==> config.mk <==
export PLATFORM = sky130hd
export DESIGN_NAME = event_interval_statistics_top
export DESIGN_NICKNAME = d
export VERILOG_FILES = /design/src/rtl/core/evis_pkg.sv /design/src/rtl/core/evis_divider.sv /design/src/rtl/core/event_interval_statistics_top.sv
export SDC_FILE = /design/constraint.sdc
export NUM_CORES = 2
export LEC_CHECK = 0
export ABC_AREA = 0
export BUFFER_PORTS_ARGS = -buffer_cell sky130_fd_sc_hd__buf_2
export CAP_MARGIN = 20
export CELL_PAD_IN_SITES_DETAIL_PLACEMENT = 0
export CELL_PAD_IN_SITES_GLOBAL_PLACEMENT = 2
export CORE_ASPECT_RATIO = 1.75
export CORE_MARGIN = 1.5
export CORE_UTILIZATION = 30
export DETAILED_ROUTE_END_ITERATION = 10
export HOLD_SLACK_MARGIN = 0.12
export PLACE_DENSITY = 0.62
export RECOVER_POWER = 25
export SYNTH_ARGS = -nofsm -noshare
export SYNTH_HDL_FRONTEND = slang
export SYNTH_SLANG_ARGS = --single-unit
==> constraint.sdc <==
create_clock -name clock -period 23 [get_ports clock]
set_input_delay 2.3 -clock clock [delete_from_list [all_inputs] [get_ports clock]]
set_output_delay 2.3 -clock clock [all_outputs]
set_load 0.02 [all_outputs]
==> src/rtl/core/evis_pkg.sv <==
// Package for the event interval statistics block: field widths, stream packing
// and operation codes shared by the top level and the port checker.
// Depends on nothing.
`default_nettype none

package evis_pkg;

   // Default parameter values of the top level.
   localparam int CHANNELS_DEF    = 4;
   localparam int MAX_SAMPLES_DEF = 1024;
   localparam int TIME_BITS_DEF   = 48;

   // Input item fields.
   localparam int OP_W    = 1;
   localparam int CHAN_W  = 2;
   localparam int STAMP_W = 48;

   // Result item fields.
   localparam int OUT_W     = 48;
   localparam int CNT_OUT_W = 11;

   // Stream packing, padded to whole bytes.
   localparam int REQ_FIELD_W = CHAN_W + STAMP_W;
   localparam int REQ_TDATA_W = ((REQ_FIELD_W + 7) / 8) * 8;
   localparam int RSP_FIELD_W = 3 * OUT_W + CNT_OUT_W;
   localparam int RSP_TDATA_W = ((RSP_FIELD_W + 7) / 8) * 8;

   // Operation codes carried in req_tuser.
   localparam logic [OP_W-1:0] OP_MARK = 1'b0;
   localparam logic [OP_W-1:0] OP_READ = 1'b1;

endpackage

`default_nettype wire

==> src/rtl/core/evis_divider.sv <==
// Restoring radix-2 divider, one quotient bit per cycle.
// Used by the top level for the average; depends on nothing.
`default_nettype none

module evis_divider #(
   parameter int NUM_W = 58,
   parameter int DEN_W = 11
) (
   input  logic             clock,
   input  logic             reset,
   input  logic             start,
   input  logic [NUM_W-1:0] dividend,
   input  logic [DEN_W-1:0] divisor,
   output logic             busy,
   output logic [NUM_W-1:0] quotient
);

   localparam int STEP_W = $clog2(NUM_W + 1);

   logic             busy_ff, busy_in;
   logic [STEP_W-1:0] step_ff, step_in;
   logic [NUM_W-1:0] quo_ff, quo_in;
   logic [DEN_W-1:0] rem_ff, rem_in;
   logic [DEN_W-1:0] den_ff, den_in;
   logic [DEN_W:0]   trial;
   logic [DEN_W:0]   diff;
   logic             fits;

   // Shift the next dividend bit into the partial remainder and try a subtract.
   assign trial = {rem_ff, quo_ff[NUM_W-1]};
   assign diff  = trial - {1'b0, den_ff};
   assign fits  = (trial >= {1'b0, den_ff});

   // The dividend shifts out at the top while quotient bits shift in at the bottom.
   always_comb begin
      busy_in = busy_ff;
      step_in = step_ff;
      quo_in  = quo_ff;
      rem_in  = rem_ff;
      den_in  = den_ff;
      if (start) begin
         busy_in = 1'b1;
         step_in = STEP_W'(NUM_W);
         quo_in  = dividend;
         rem_in  = '0;
         den_in  = divisor;
      end else if (busy_ff) begin
         quo_in  = {quo_ff[NUM_W-2:0], fits};
         rem_in  = fits ? diff[DEN_W-1:0] : trial[DEN_W-1:0];
         step_in = step_ff - 1'b1;
         busy_in = (step_ff != STEP_W'(1));
      end
   end

   always_ff @(posedge clock) begin
      if (reset) begin
         busy_ff <= 1'b0;
         step_ff <= '0;
      end else begin
         busy_ff <= busy_in;
         step_ff <= step_in;
      end
      quo_ff <= quo_in;
      rem_ff <= rem_in;
      den_ff <= den_in;
   end

   assign busy     = busy_ff;
   assign quotient = quo_ff;

endmodule

`default_nettype wire

==> src/rtl/core/event_interval_statistics_top.sv <==
// Top level of the per-channel event interval monitor.
// Depends on evis_pkg and evis_divider.
//
//   Group   Dir  Transfer carries                   Packing (low bit first)
//   req_*   in   mark or read item                  tuser: op; tdata: channel, timestamp
//   rsp_*   out  statistics of one read             tdata: min, max, avg, count
//
// A mark: accept with memory read, delta in ST_LOAD, update and write in ST_MARK, which is
// skipped for a bad channel or a full count. A read: ST_LOAD, then ST_DIV while the serial
// divider forms the average, one quotient bit per cycle, then ST_EMIT (no ST_DIV if empty).
// One item is in work at a time; a new item is taken while a result waits in rsp_tdata.
// Synchronous reset clears control state and the per-entry valid bits; an entry whose
// valid bit is clear reads as all zero, so no clearing pass is needed.
`default_nettype none

module event_interval_statistics_top import evis_pkg::*; #(
   parameter int CHANNELS    = CHANNELS_DEF,
   parameter int MAX_SAMPLES = MAX_SAMPLES_DEF,
   parameter int TIME_BITS   = TIME_BITS_DEF
) (
   input  logic                   clock,
   input  logic                   reset,
   // Request stream.
   input  logic                   req_tvalid,
   output logic                   req_tready,
   input  logic [REQ_TDATA_W-1:0] req_tdata,   // channel, timestamp, zero pad
   input  logic [OP_W-1:0]        req_tuser,   // op
   // Result stream.
   output logic                   rsp_tvalid,
   input  logic                   rsp_tready,
   output logic [RSP_TDATA_W-1:0] rsp_tdata    // min, max, avg, count, zero pad
);

   localparam int CH_IDX_W  = (CHANNELS > 1) ? $clog2(CHANNELS) : 1;
   localparam int CNT_BITS  = $clog2(MAX_SAMPLES + 1);
   localparam int KEEP_BITS = (TIME_BITS < STAMP_W) ? TIME_BITS : STAMP_W;
   localparam int SUM_RAW   = TIME_BITS + $clog2(MAX_SAMPLES);
   localparam int SUM_BITS  = (SUM_RAW < 64) ? SUM_RAW : 64;

   typedef struct packed {
      logic                 stamp_valid;
      logic [KEEP_BITS-1:0] last_stamp;
      logic [CNT_BITS-1:0]  count;
      logic [SUM_BITS-1:0]  sum;
      logic [TIME_BITS-1:0] dmin;
      logic [TIME_BITS-1:0] dmax;
   } entry_type;

   typedef enum logic [4:0] {
      ST_IDLE = 5'b00001,
      ST_LOAD = 5'b00010,
      ST_MARK = 5'b00100,
      ST_DIV  = 5'b01000,
      ST_EMIT = 5'b10000
   } state_type;

   state_type              state_ff, state_in;
   logic [OP_W-1:0]        op_ff, op_in;
   logic                   chan_ok_ff, chan_ok_in;
   logic [CH_IDX_W-1:0]    idx_ff, idx_in;
   logic [KEEP_BITS-1:0]   stamp_ff, stamp_in;
   logic [TIME_BITS-1:0]   delta_ff, delta_in;
   logic [CHANNELS-1:0]    entry_valid_ff, entry_valid_in;
   entry_type              rd_data_ff;
   logic [OUT_W-1:0]       res_min_ff, res_min_in;
   logic [OUT_W-1:0]       res_max_ff, res_max_in;
   logic [CNT_OUT_W-1:0]   res_cnt_ff, res_cnt_in;
   logic                   res_zero_ff, res_zero_in;
   logic                   rsp_tvalid_ff, rsp_tvalid_in;
   logic [RSP_TDATA_W-1:0] rsp_tdata_ff, rsp_tdata_in;

   entry_type              stat_mem [CHANNELS];
   entry_type              cur;
   entry_type              mem_wdata;
   logic                   mem_we;

   logic                   req_accept;
   logic [CHAN_W-1:0]      req_chan;
   logic [STAMP_W-1:0]     req_stamp;
   logic                   req_chan_ok;
   logic                   slot_free;
   logic                   div_start;
   logic                   div_busy;
   logic [SUM_BITS-1:0]    div_quotient;
   logic [OUT_W-1:0]       avg_out;

   // Request decode.
   assign req_tready  = (state_ff == ST_IDLE);
   assign req_accept  = req_tvalid & req_tready;
   assign req_chan    = req_tdata[CHAN_W-1:0];
   assign req_stamp   = req_tdata[CHAN_W +: STAMP_W];
   assign req_chan_ok = (32'(req_chan) < 32'(CHANNELS));

   // Statistics memory: read issued on accept, written back by the update states.
   always_ff @(posedge clock) begin
      if (req_accept && req_chan_ok) begin
         rd_data_ff <= stat_mem[CH_IDX_W'(req_chan)];
      end
      if (mem_we) begin
         stat_mem[idx_ff] <= mem_wdata;
      end
   end

   // An entry never written since reset reads as all zero.
   assign cur = entry_valid_ff[idx_ff] ? rd_data_ff : '0;

   assign slot_free = !rsp_tvalid_ff || rsp_tready;
   assign avg_out   = res_zero_ff ? '0 : OUT_W'(div_quotient);

   // Sequencer: one item at a time, read, modify, write back.
   always_comb begin
      state_in       = state_ff;
      op_in          = op_ff;
      chan_ok_in     = chan_ok_ff;
      idx_in         = idx_ff;
      stamp_in       = stamp_ff;
      delta_in       = delta_ff;
      entry_valid_in = entry_valid_ff;
      res_min_in     = res_min_ff;
      res_max_in     = res_max_ff;
      res_cnt_in     = res_cnt_ff;
      res_zero_in    = res_zero_ff;
      rsp_tvalid_in  = rsp_tvalid_ff;
      rsp_tdata_in   = rsp_tdata_ff;
      mem_we         = 1'b0;
      mem_wdata      = '0;
      div_start      = 1'b0;

      if (rsp_tvalid_ff && rsp_tready) begin
         rsp_tvalid_in = 1'b0;
      end

      case (state_ff)
         ST_IDLE: begin
            if (req_accept) begin
               op_in      = req_tuser;
               chan_ok_in = req_chan_ok;
               idx_in     = CH_IDX_W'(req_chan);
               stamp_in   = KEEP_BITS'(req_stamp);
               state_in   = ST_LOAD;
            end
         end
         ST_LOAD: begin
            if (op_ff == OP_MARK) begin
               // Delta modulo the counter width, zero before the first mark.
               if (cur.stamp_valid) begin
                  delta_in = TIME_BITS'(stamp_ff) - TIME_BITS'(cur.last_stamp);
               end else begin
                  delta_in = '0;
               end
               if (chan_ok_ff && (cur.count < CNT_BITS'(MAX_SAMPLES))) begin
                  state_in = ST_MARK;
               end else begin
                  state_in = ST_IDLE;
               end
            end else begin
               res_min_in  = OUT_W'(cur.dmin);
               res_max_in  = OUT_W'(cur.dmax);
               res_cnt_in  = CNT_OUT_W'(cur.count);
               res_zero_in = !chan_ok_ff || (cur.count == '0);
               if (chan_ok_ff) begin
                  // Clear the statistics but keep the last timestamp.
                  mem_we                 = 1'b1;
                  mem_wdata.stamp_valid  = cur.stamp_valid;
                  mem_wdata.last_stamp   = cur.last_stamp;
                  entry_valid_in[idx_ff] = 1'b1;
               end
               if (!chan_ok_ff || (cur.count == '0)) begin
                  state_in = ST_EMIT;
               end else begin
                  div_start = 1'b1;
                  state_in  = ST_DIV;
               end
            end
         end
         ST_MARK: begin
            mem_we                = 1'b1;
            mem_wdata.stamp_valid = 1'b1;
            mem_wdata.last_stamp  = stamp_ff;
            mem_wdata.count       = cur.count + CNT_BITS'(1);
            mem_wdata.sum         = cur.sum + SUM_BITS'(delta_ff);
            mem_wdata.dmin = ((cur.count == '0) || (delta_ff < cur.dmin)) ? delta_ff : cur.dmin;
            mem_wdata.dmax = ((cur.count == '0) || (delta_ff > cur.dmax)) ? delta_ff : cur.dmax;
            entry_valid_in[idx_ff] = 1'b1;
            state_in               = ST_IDLE;
         end
         ST_DIV: begin
            if (!div_busy) begin
               state_in = ST_EMIT;
            end
         end
         ST_EMIT: begin
            // Hand the result to the output register once it is free.
            if (slot_free) begin
               rsp_tvalid_in = 1'b1;
               if (res_zero_ff) begin
                  rsp_tdata_in = '0;
               end else begin
                  rsp_tdata_in = RSP_TDATA_W'({res_cnt_ff, avg_out, res_max_ff, res_min_ff});
               end
               state_in = ST_IDLE;
            end
         end
         default: begin
            state_in = ST_IDLE;
         end
      endcase
   end

   always_ff @(posedge clock) begin
      if (reset) begin
         state_ff       <= ST_IDLE;
         entry_valid_ff <= '0;
         rsp_tvalid_ff  <= 1'b0;
      end else begin
         state_ff       <= state_in;
         entry_valid_ff <= entry_valid_in;
         rsp_tvalid_ff  <= rsp_tvalid_in;
      end
      op_ff        <= op_in;
      chan_ok_ff   <= chan_ok_in;
      idx_ff       <= idx_in;
      stamp_ff     <= stamp_in;
      delta_ff     <= delta_in;
      res_min_ff   <= res_min_in;
      res_max_ff   <= res_max_in;
      res_cnt_ff   <= res_cnt_in;
      res_zero_ff  <= res_zero_in;
      rsp_tdata_ff <= rsp_tdata_in;
   end

   // Serial divider for the average.
   evis_divider #(
      .NUM_W (SUM_BITS),
      .DEN_W (CNT_BITS)
   ) u_divider (
      .clock    (clock),
      .reset    (reset),
      .start    (div_start),
      .dividend (cur.sum),
      .divisor  (cur.count),
      .busy     (div_busy),
      .quotient (div_quotient)
   );

   assign rsp_tvalid = rsp_tvalid_ff;
   assign rsp_tdata  = rsp_tdata_ff;

endmodule

`default_nettype wire

# --- After elaboration in Yosys (flattened, before gate mapping) ---
# Memories as Yosys holds them, arrays and structs flattened. A register that Yosys moved wholly into a read port is not among the register bits.
# Cells that the tools add are included.
classes:
  n_addsub: 5
  magnitude_cmp: 6
  eq_ne: 10
  muxes: 36
  bitwise: 3
  reduce_logical: 16
ops:
  columns: ["op", "count"]
  rows:
  - ["$mux 214", 1]
  - ["$mux 165", 1]
  - ["$mux 58", 2]
  - ["$pmux 49 s2", 1]
  - ["$mux 48", 2]
  - ["$add 58x48->58", 1]
  - ["$mux 49", 1]
  - ["$gt 48x48->1", 1]
  - ["$lt 48x48->1", 1]
  - ["$sub 48x48->48", 1]
  - ["$mux 5", 5]
  - ["$pmux 5 s4", 1]
  - ["$mux 1", 13]
  - ["$ge 12x11->1", 1]
  - ["$mux 6", 2]
  - ["$add 11x1->11 const B", 1]
  - ["$logic_not 11->1", 1]
  - ["$lt 11x11->1 const B", 1]
  - ["$mux 11", 1]
  - ["$sub 11x11->11", 1]
  - ["$reduce_and 2->1", 5]
  - ["$pmux 4 s2", 1]
  - ["$ne 2x2->1 const B", 3]
  - ["$ne 6x1->1 const B", 1]
  - ["23 further kinds", 27]
totals:
  regBits: 464
  mem_bits_rw: 856
  inputBits: 61
  out_inout_bits: 162
  wordCells: 96
  memories: 1
memory_table:
  columns: ["memory", "depth", "width", "rd", "rd_ports_with_merged_regs", "wr", "line_no", "rtl"]
  rows:
  - ["stat_mem", 4, 214, 1, 1, 1, "event_interval_statistics_top.sv:72", "entry_type stat_mem [CHANNELS];"]

# --- Longest topological paths before layout ---
depth:
  word_depth: 8
  mapped_depth: 19
  depth_no_buf: 15

# --- Hierarchy ---
# From an unflattened synthesis, not the netlist that was laid out.
hier_totals:
  hier_cells: 4107
  area_unflattened_um2: 65256.3
modules_own_cells:
  columns: ["module", "instances", "cells_per_inst", "area_each_um2", "seq_area_each_um2"]
  rows:
  - ["event_interval_statistics_top", 1, 3807, 61129.9, 43201.4]
  - ["evis_divider", 1, 300, 4126.5, 2432.3]

# --- Worst setup path before layout ---
# OpenSTA, ideal clock, no wires.
synth_timing:
  path_type: "reg-to-reg"
  start: "register state_ff[4]"
  end: "memory stat_mem[0][0] (netlist name) (enable)"
  setup_ns: 1.106
  t_arrival_ns: 16.399
  required_ns: 21.894
  slack_ns: 5.495
  path_stages_with_launch: 6
  path_buffers: 1
  period_less_slack_ns: 17.505
  path_cell_list: "dfxtp_1 or3_1 nor3b_1 nand2_1 clkbuf_1 a211oi_1"
synth_via:
  elab_chain_len: 4
  elab_cells_between_ends: 5
  cone_classes: "eq/ne: 2; mux: 3"
synth_lines:
  columns: ["element", "line_no", "rtl"]
  rows:
  - ["from (decl)", "event_interval_statistics_top.sv:57", "state_type state_ff, state_in;"]
  - ["from (signal assigned)", "event_interval_statistics_top.sv:216", "state_ff <= state_in;"]
  - ["$eq 5x3->1 or $eq 5x2->1 (tied branches)", "event_interval_statistics_top.sv:133", "case (state_ff)"]
  - ["$pmux 1 s2 *", "event_interval_statistics_top.sv:133", null]
  - ["$mux 1 *", "event_interval_statistics_top.sv:99", "if (mem_we) begin"]
  - ["$mux 1 (not written as such) *", "event_interval_statistics_top.sv:100", "stat_mem[idx_ff] <= mem_wdata;"]
  - ["to (decl)", "event_interval_statistics_top.sv:72", null]
# Every way passes the cells marked *; elsewhere a longest branch is shown, timed or not.

==> run summary <==
The share of the Yosys chip area taken by registers is 0.704. The worst hold path class is reg -> reg. The slack of the worst reg-to-reg path is 10.79 ns.

The data required time of the critical path came out at 23.52 ns. The starting density of the core is 0.302. The hold violation total from the final report is 0.

The share of the synthesized area in compound gates (AO/OA/AOI/OAI) came out at 0.0542. The summed negative setup slack over all endpoints came out at 0 ns. After detailed routing, the average wire length per cell comes to 24.1 µm. The number of flops mapped to enable cells by yosys came out at 1501. The total leakage power is 24.5 nW. The number of buffers inserted by port buffering came out at 211. The first global-routing pass estimated 254000 µm of wire. The hold-fix buffer count after cts is 0. TritonCTS created 159 clock buffers. Of the total synthesized cell area, the portion taken by XOR and XNOR cells is 0.0135. The clock latency reported for the late side of the worst-skew pair is 0.80 ns.

By area the synthesized netlist is led by sky130_fd_sc_hd__edfxtp_1 (70%), sky130_fd_sc_hd__mux4_2 (7.5%), sky130_fd_sc_hd__ha_1 (4.0%). The Yosys step of the flow raised 0 warnings. The boundary pin count came out at 223. Of the total synthesized cell area, the portion taken by AND, OR, NAND and NOR gates is 0.0757. The layout cell share with drive strength beyond 1 is 0.174.

The CTS sink count came out at 1529. The final setup violation count came out at 0. The count of cells resized by post-cts repair came out at 0. The number of DRC violations after detailed routing came out at 0. sky130_fd_sc_hd__edfxtp_1 takes more of the synthesized area than any other cell. Power spread over the standard cell area amounts to 78.7 mW/mm². The area enclosed by the die boundary is 0.219 mm². The critical path goes through mux4_4 -> clkbuf_1 -> clkbuf_1 -> nand2_1 -> ha_1 -> nand3_1 -> nor3_1 -> nand4_1 -> nor4_1 -> o221ai_1 -> o21ai_0 -> o21ai_0 -> a41o_4 -> buf_4 -> o31ai_1. The minimum setup slack in the final design came out at 10.79 ns.

The worst setup path is of the reg -> reg kind. The number of cells traversed by the worst hold path is 2. The via total after detailed routing is 35.2k. The estimated wirelength of the detail-placed design is 112000 µm. After technology mapping, the gate count stands at 4061.

The worst slack after detailed placement came out at 16.01 ns. TritonCTS built the clock tree. Setup repair after global routing left no endpoint under its margin. The initial antenna violation count is 6. The core region is 0.215 mm². For this design, the slowest cell found on the critical path is sky130_fd_sc_hd__clkbuf_1.

The highest achievable clock rate came out at 81.9 MHz. The number of cells on the critical path is 15. Compared with the post-synthesis result, the final layout area differs by 14.5%. The tightest slew margin relative to the limit is -3.30. The share of cell area taken by muxes after synthesis is 0.0926. The checks that failed: max-capacitance violations, max-slew violations. The post-CTS setup buffer count came out at 0. The total wire length came out at 176000 µm. For this run, the slowest stage of the critical path takes 4.07 ns. The final antenna-violating net count came out at 0. The area share of fa/ha/maj cells after synthesis came out at 0.0405.

The clock root buffer is sky130_fd_sc_hd__clkbuf_16. The share of Yosys cell area claimed by the top area cell type is 0.695. The via density per instance came out at 4.83. The area of the mapped netlist is 0.0649 mm². The tool flagged a number of max-cap violations equal to 20. The final-report max-slew violation count came out at 985. For this run, the detailed router's first-pass iteration total came to 5. The shortest period the worst path allows came out at 12.21 ns. The flop and latch count out of synthesis is 1529.

The flow ran to the end, but the final reports show violations. The CTS H-tree depth came out at 4. The clock input transition at the sequential cells of the worst setup and hold paths is 0.06 ns. The main combinational cell family by area after synthesis is multiplexers. The worst vdd rail ir drop came out at 0.0600 mV.

The worst setup path is captured at a flop. The horizontal die dimension came out at 354 µm. The ratio of final minimum period to clock period came out at 0.531. The kind of cell with the highest combined delay along the critical path is buffers and inverters. The total global routing overflow came out at 0. The biggest fanout along the worst timing path is 89.

The congestion estimate from routability-driven global placement came to 0.789. The launching element type of the critical path is a flop. The maximum buffer depth of the clock tree came out at 4. The transition at the pin with the smallest max-transition slack came out at 6.44 ns. The setup skew after layout came out at 0.0453 ns.

The violation count after the first detailed-routing iteration came out at 2188. The net total in the final layout came out at 4598. In the synthesized netlist the dominant register cell turns out to be sky130_fd_sc_hd__edfxtp_1. The number of distinct library cells after synthesis came out at 74. The fraction of registers with async set or reset after synthesis is 0. The number of cells traversed by the worst register-to-register path came out at 15. Dividing the synthesized area by the synthesized cell count gives 16.0 µm². The placement row count came out at 225.

The data arrival time at the worst-slack endpoint came out at 12.73 ns. The height of the die came out at 618 µm. The number of buffer and inverter instances along the worst setup path came out at 3. The largest net degree at the start of global routing came out at 130. The overall global routing resource usage came out at 0.158. The number of global-route vias before repair is 37.3k.
## cells by family after synthesis
kind of cell,count (synthesis)
flip-flops,1529
AND/OR/NAND/NOR,1007
AO/OA/AOI/OAI,558
buffers and inverters,333
multiplexers,325
adder cells (fa/ha/maj),208
XOR/XNOR,100
other,1
## synthesized netlist by cell type (all sizes together), types with 14 or more instances
| cell type | n |
|---|---|
| a31oi | 14 |
| edfxtp | 1501 |
| a21o | 87 |
| a211oi | 15 |
| mux2 | 48 |
| a21oi | 145 |
| xnor2 | 56 |
| nor2b | 181 |
| nand4 | 41 |
| nand3 | 80 |
| clkbuf | 121 |
| xor2 | 44 |
| nor3 | 21 |
| nand2b | 23 |
| nand2 | 311 |
| o21a | 17 |
| and2 | 70 |
| o21ai | 149 |
| inv | 149 |
| mux2i | 62 |
| dfxtp | 28 |
| o31ai | 57 |
| nor2 | 217 |
| buf | 63 |
| ha | 205 |
| mux4 | 215 |
## routing by layer
metal,vias up,global-route usage,wire length [µm]
li1,16100,-,-
met1,18100,0.195,72400
met2,760,0.289,91900
met3,223,0.0170,6200
met4,0,0.0490,5140
met5,-,0,0
## worst register-to-register path, stage by stage (launching register included)
cell and delay (ns):
sky130_fd_sc_hd__edfxtp_1 0.44, sky130_fd_sc_hd__mux4_4 0.75, sky130_fd_sc_hd__clkbuf_1 1.39, sky130_fd_sc_hd__clkbuf_1 4.10, sky130_fd_sc_hd__nand2_1 1.05, sky130_fd_sc_hd__ha_1 0.66
sky130_fd_sc_hd__nand3_1 0.10, sky130_fd_sc_hd__nor3_1 0.31, sky130_fd_sc_hd__nand4_1 0.23, sky130_fd_sc_hd__nor4_1 0.46, sky130_fd_sc_hd__o221ai_1 0.26, sky130_fd_sc_hd__o21ai_0 0.38
sky130_fd_sc_hd__o21ai_0 0.34, sky130_fd_sc_hd__a41o_4 0.45, sky130_fd_sc_hd__buf_4 0.38, sky130_fd_sc_hd__o31ai_1 0.64
## final timing paths
| kind | startpoint | endpoint |
|---|---|---|
| worst max-delay path | idx_ff[0] | stat_mem[0][60] |
| worst min-delay path | entry_valid_ff[0] | entry_valid_ff[0] |
| worst max register to register | idx_ff[0] | stat_mem[0][60] |
| worst min register to register | entry_valid_ff[0] | entry_valid_ff[0] |
## flip-flops by register name, indices dropped and copies added (netlist names), 48 cells and up
register            cells
stat_mem              856
rd_data_ff            214
rsp_tdata             155
u_divider.quotient     58
delta_ff               48
res_max_ff             48
res_min_ff             48
stamp_ff               48
## report_power, final
group | internal [mW] | switching, mW | leakage (nW) | total [mW]
logic | 0.0971 | 0.153 | 8.95 | 0.250
clock network | 1.41 | 1.07 | 2.37 | 2.48
registers | 3.09 | 0.0263 | 13.1 | 3.11
## through the flow
step / util / std cells / cell area [µm²] / power, mW / hold slack, ns
final: 0.346 / 7285 / 74300 / 5.84 / 0.468
after global routing: 0.346 / 7281 / 74300 / 6.04 / 0.493
after CTS: 0.346 / 7280 / 74400 / 5.93 / 0.470
after detailed placement: 0.324 / 7005 / 69500 / 3.43 / 0.456
after global placement: 0.324 / 7004 / 69500 / 3.43 / 0.446
after floorplan: - / 4065 / 64900 / 3.35 / 0.421
## placed cells by master, fill, tap and decap left out, types with 48 or more instances in the layout
master / instances
sky130_fd_sc_hd__edfxtp_1: 1501
sky130_fd_sc_hd__nand2_1: 308
sky130_fd_sc_hd__nor2_1: 215
sky130_fd_sc_hd__mux4_2: 214
sky130_fd_sc_hd__ha_1: 205
sky130_fd_sc_hd__buf_2: 203
sky130_fd_sc_hd__nor2b_1: 181
sky130_fd_sc_hd__clkbuf_16: 160
sky130_fd_sc_hd__o21ai_0: 147
sky130_fd_sc_hd__inv_1: 146
sky130_fd_sc_hd__a21oi_1: 145
sky130_fd_sc_hd__a21o_1: 87
sky130_fd_sc_hd__nand3_1: 79
sky130_fd_sc_hd__mux2i_1: 62
sky130_fd_sc_hd__clkbuf_1: 61
sky130_fd_sc_hd__o31ai_1: 57
sky130_fd_sc_hd__xnor2_1: 56
sky130_fd_sc_hd__and2_1: 55
sky130_fd_sc_hd__buf_4: 54
sky130_fd_sc_hd__mux2_2: 48
## layout make-up
cell class	count	area, µm²
Multi-Input combinational cell	2203	18000
Tap cell	2837	3550
Antenna cell	5	12.5
Fill cell	20600	141000
Sequential cell	1529	45600
Clock inverter	77	704
Timing Repair Buffer	287	1620
Inverter	149	561
Clock buffer	198	4170
(Power assumes the default switching activity.)
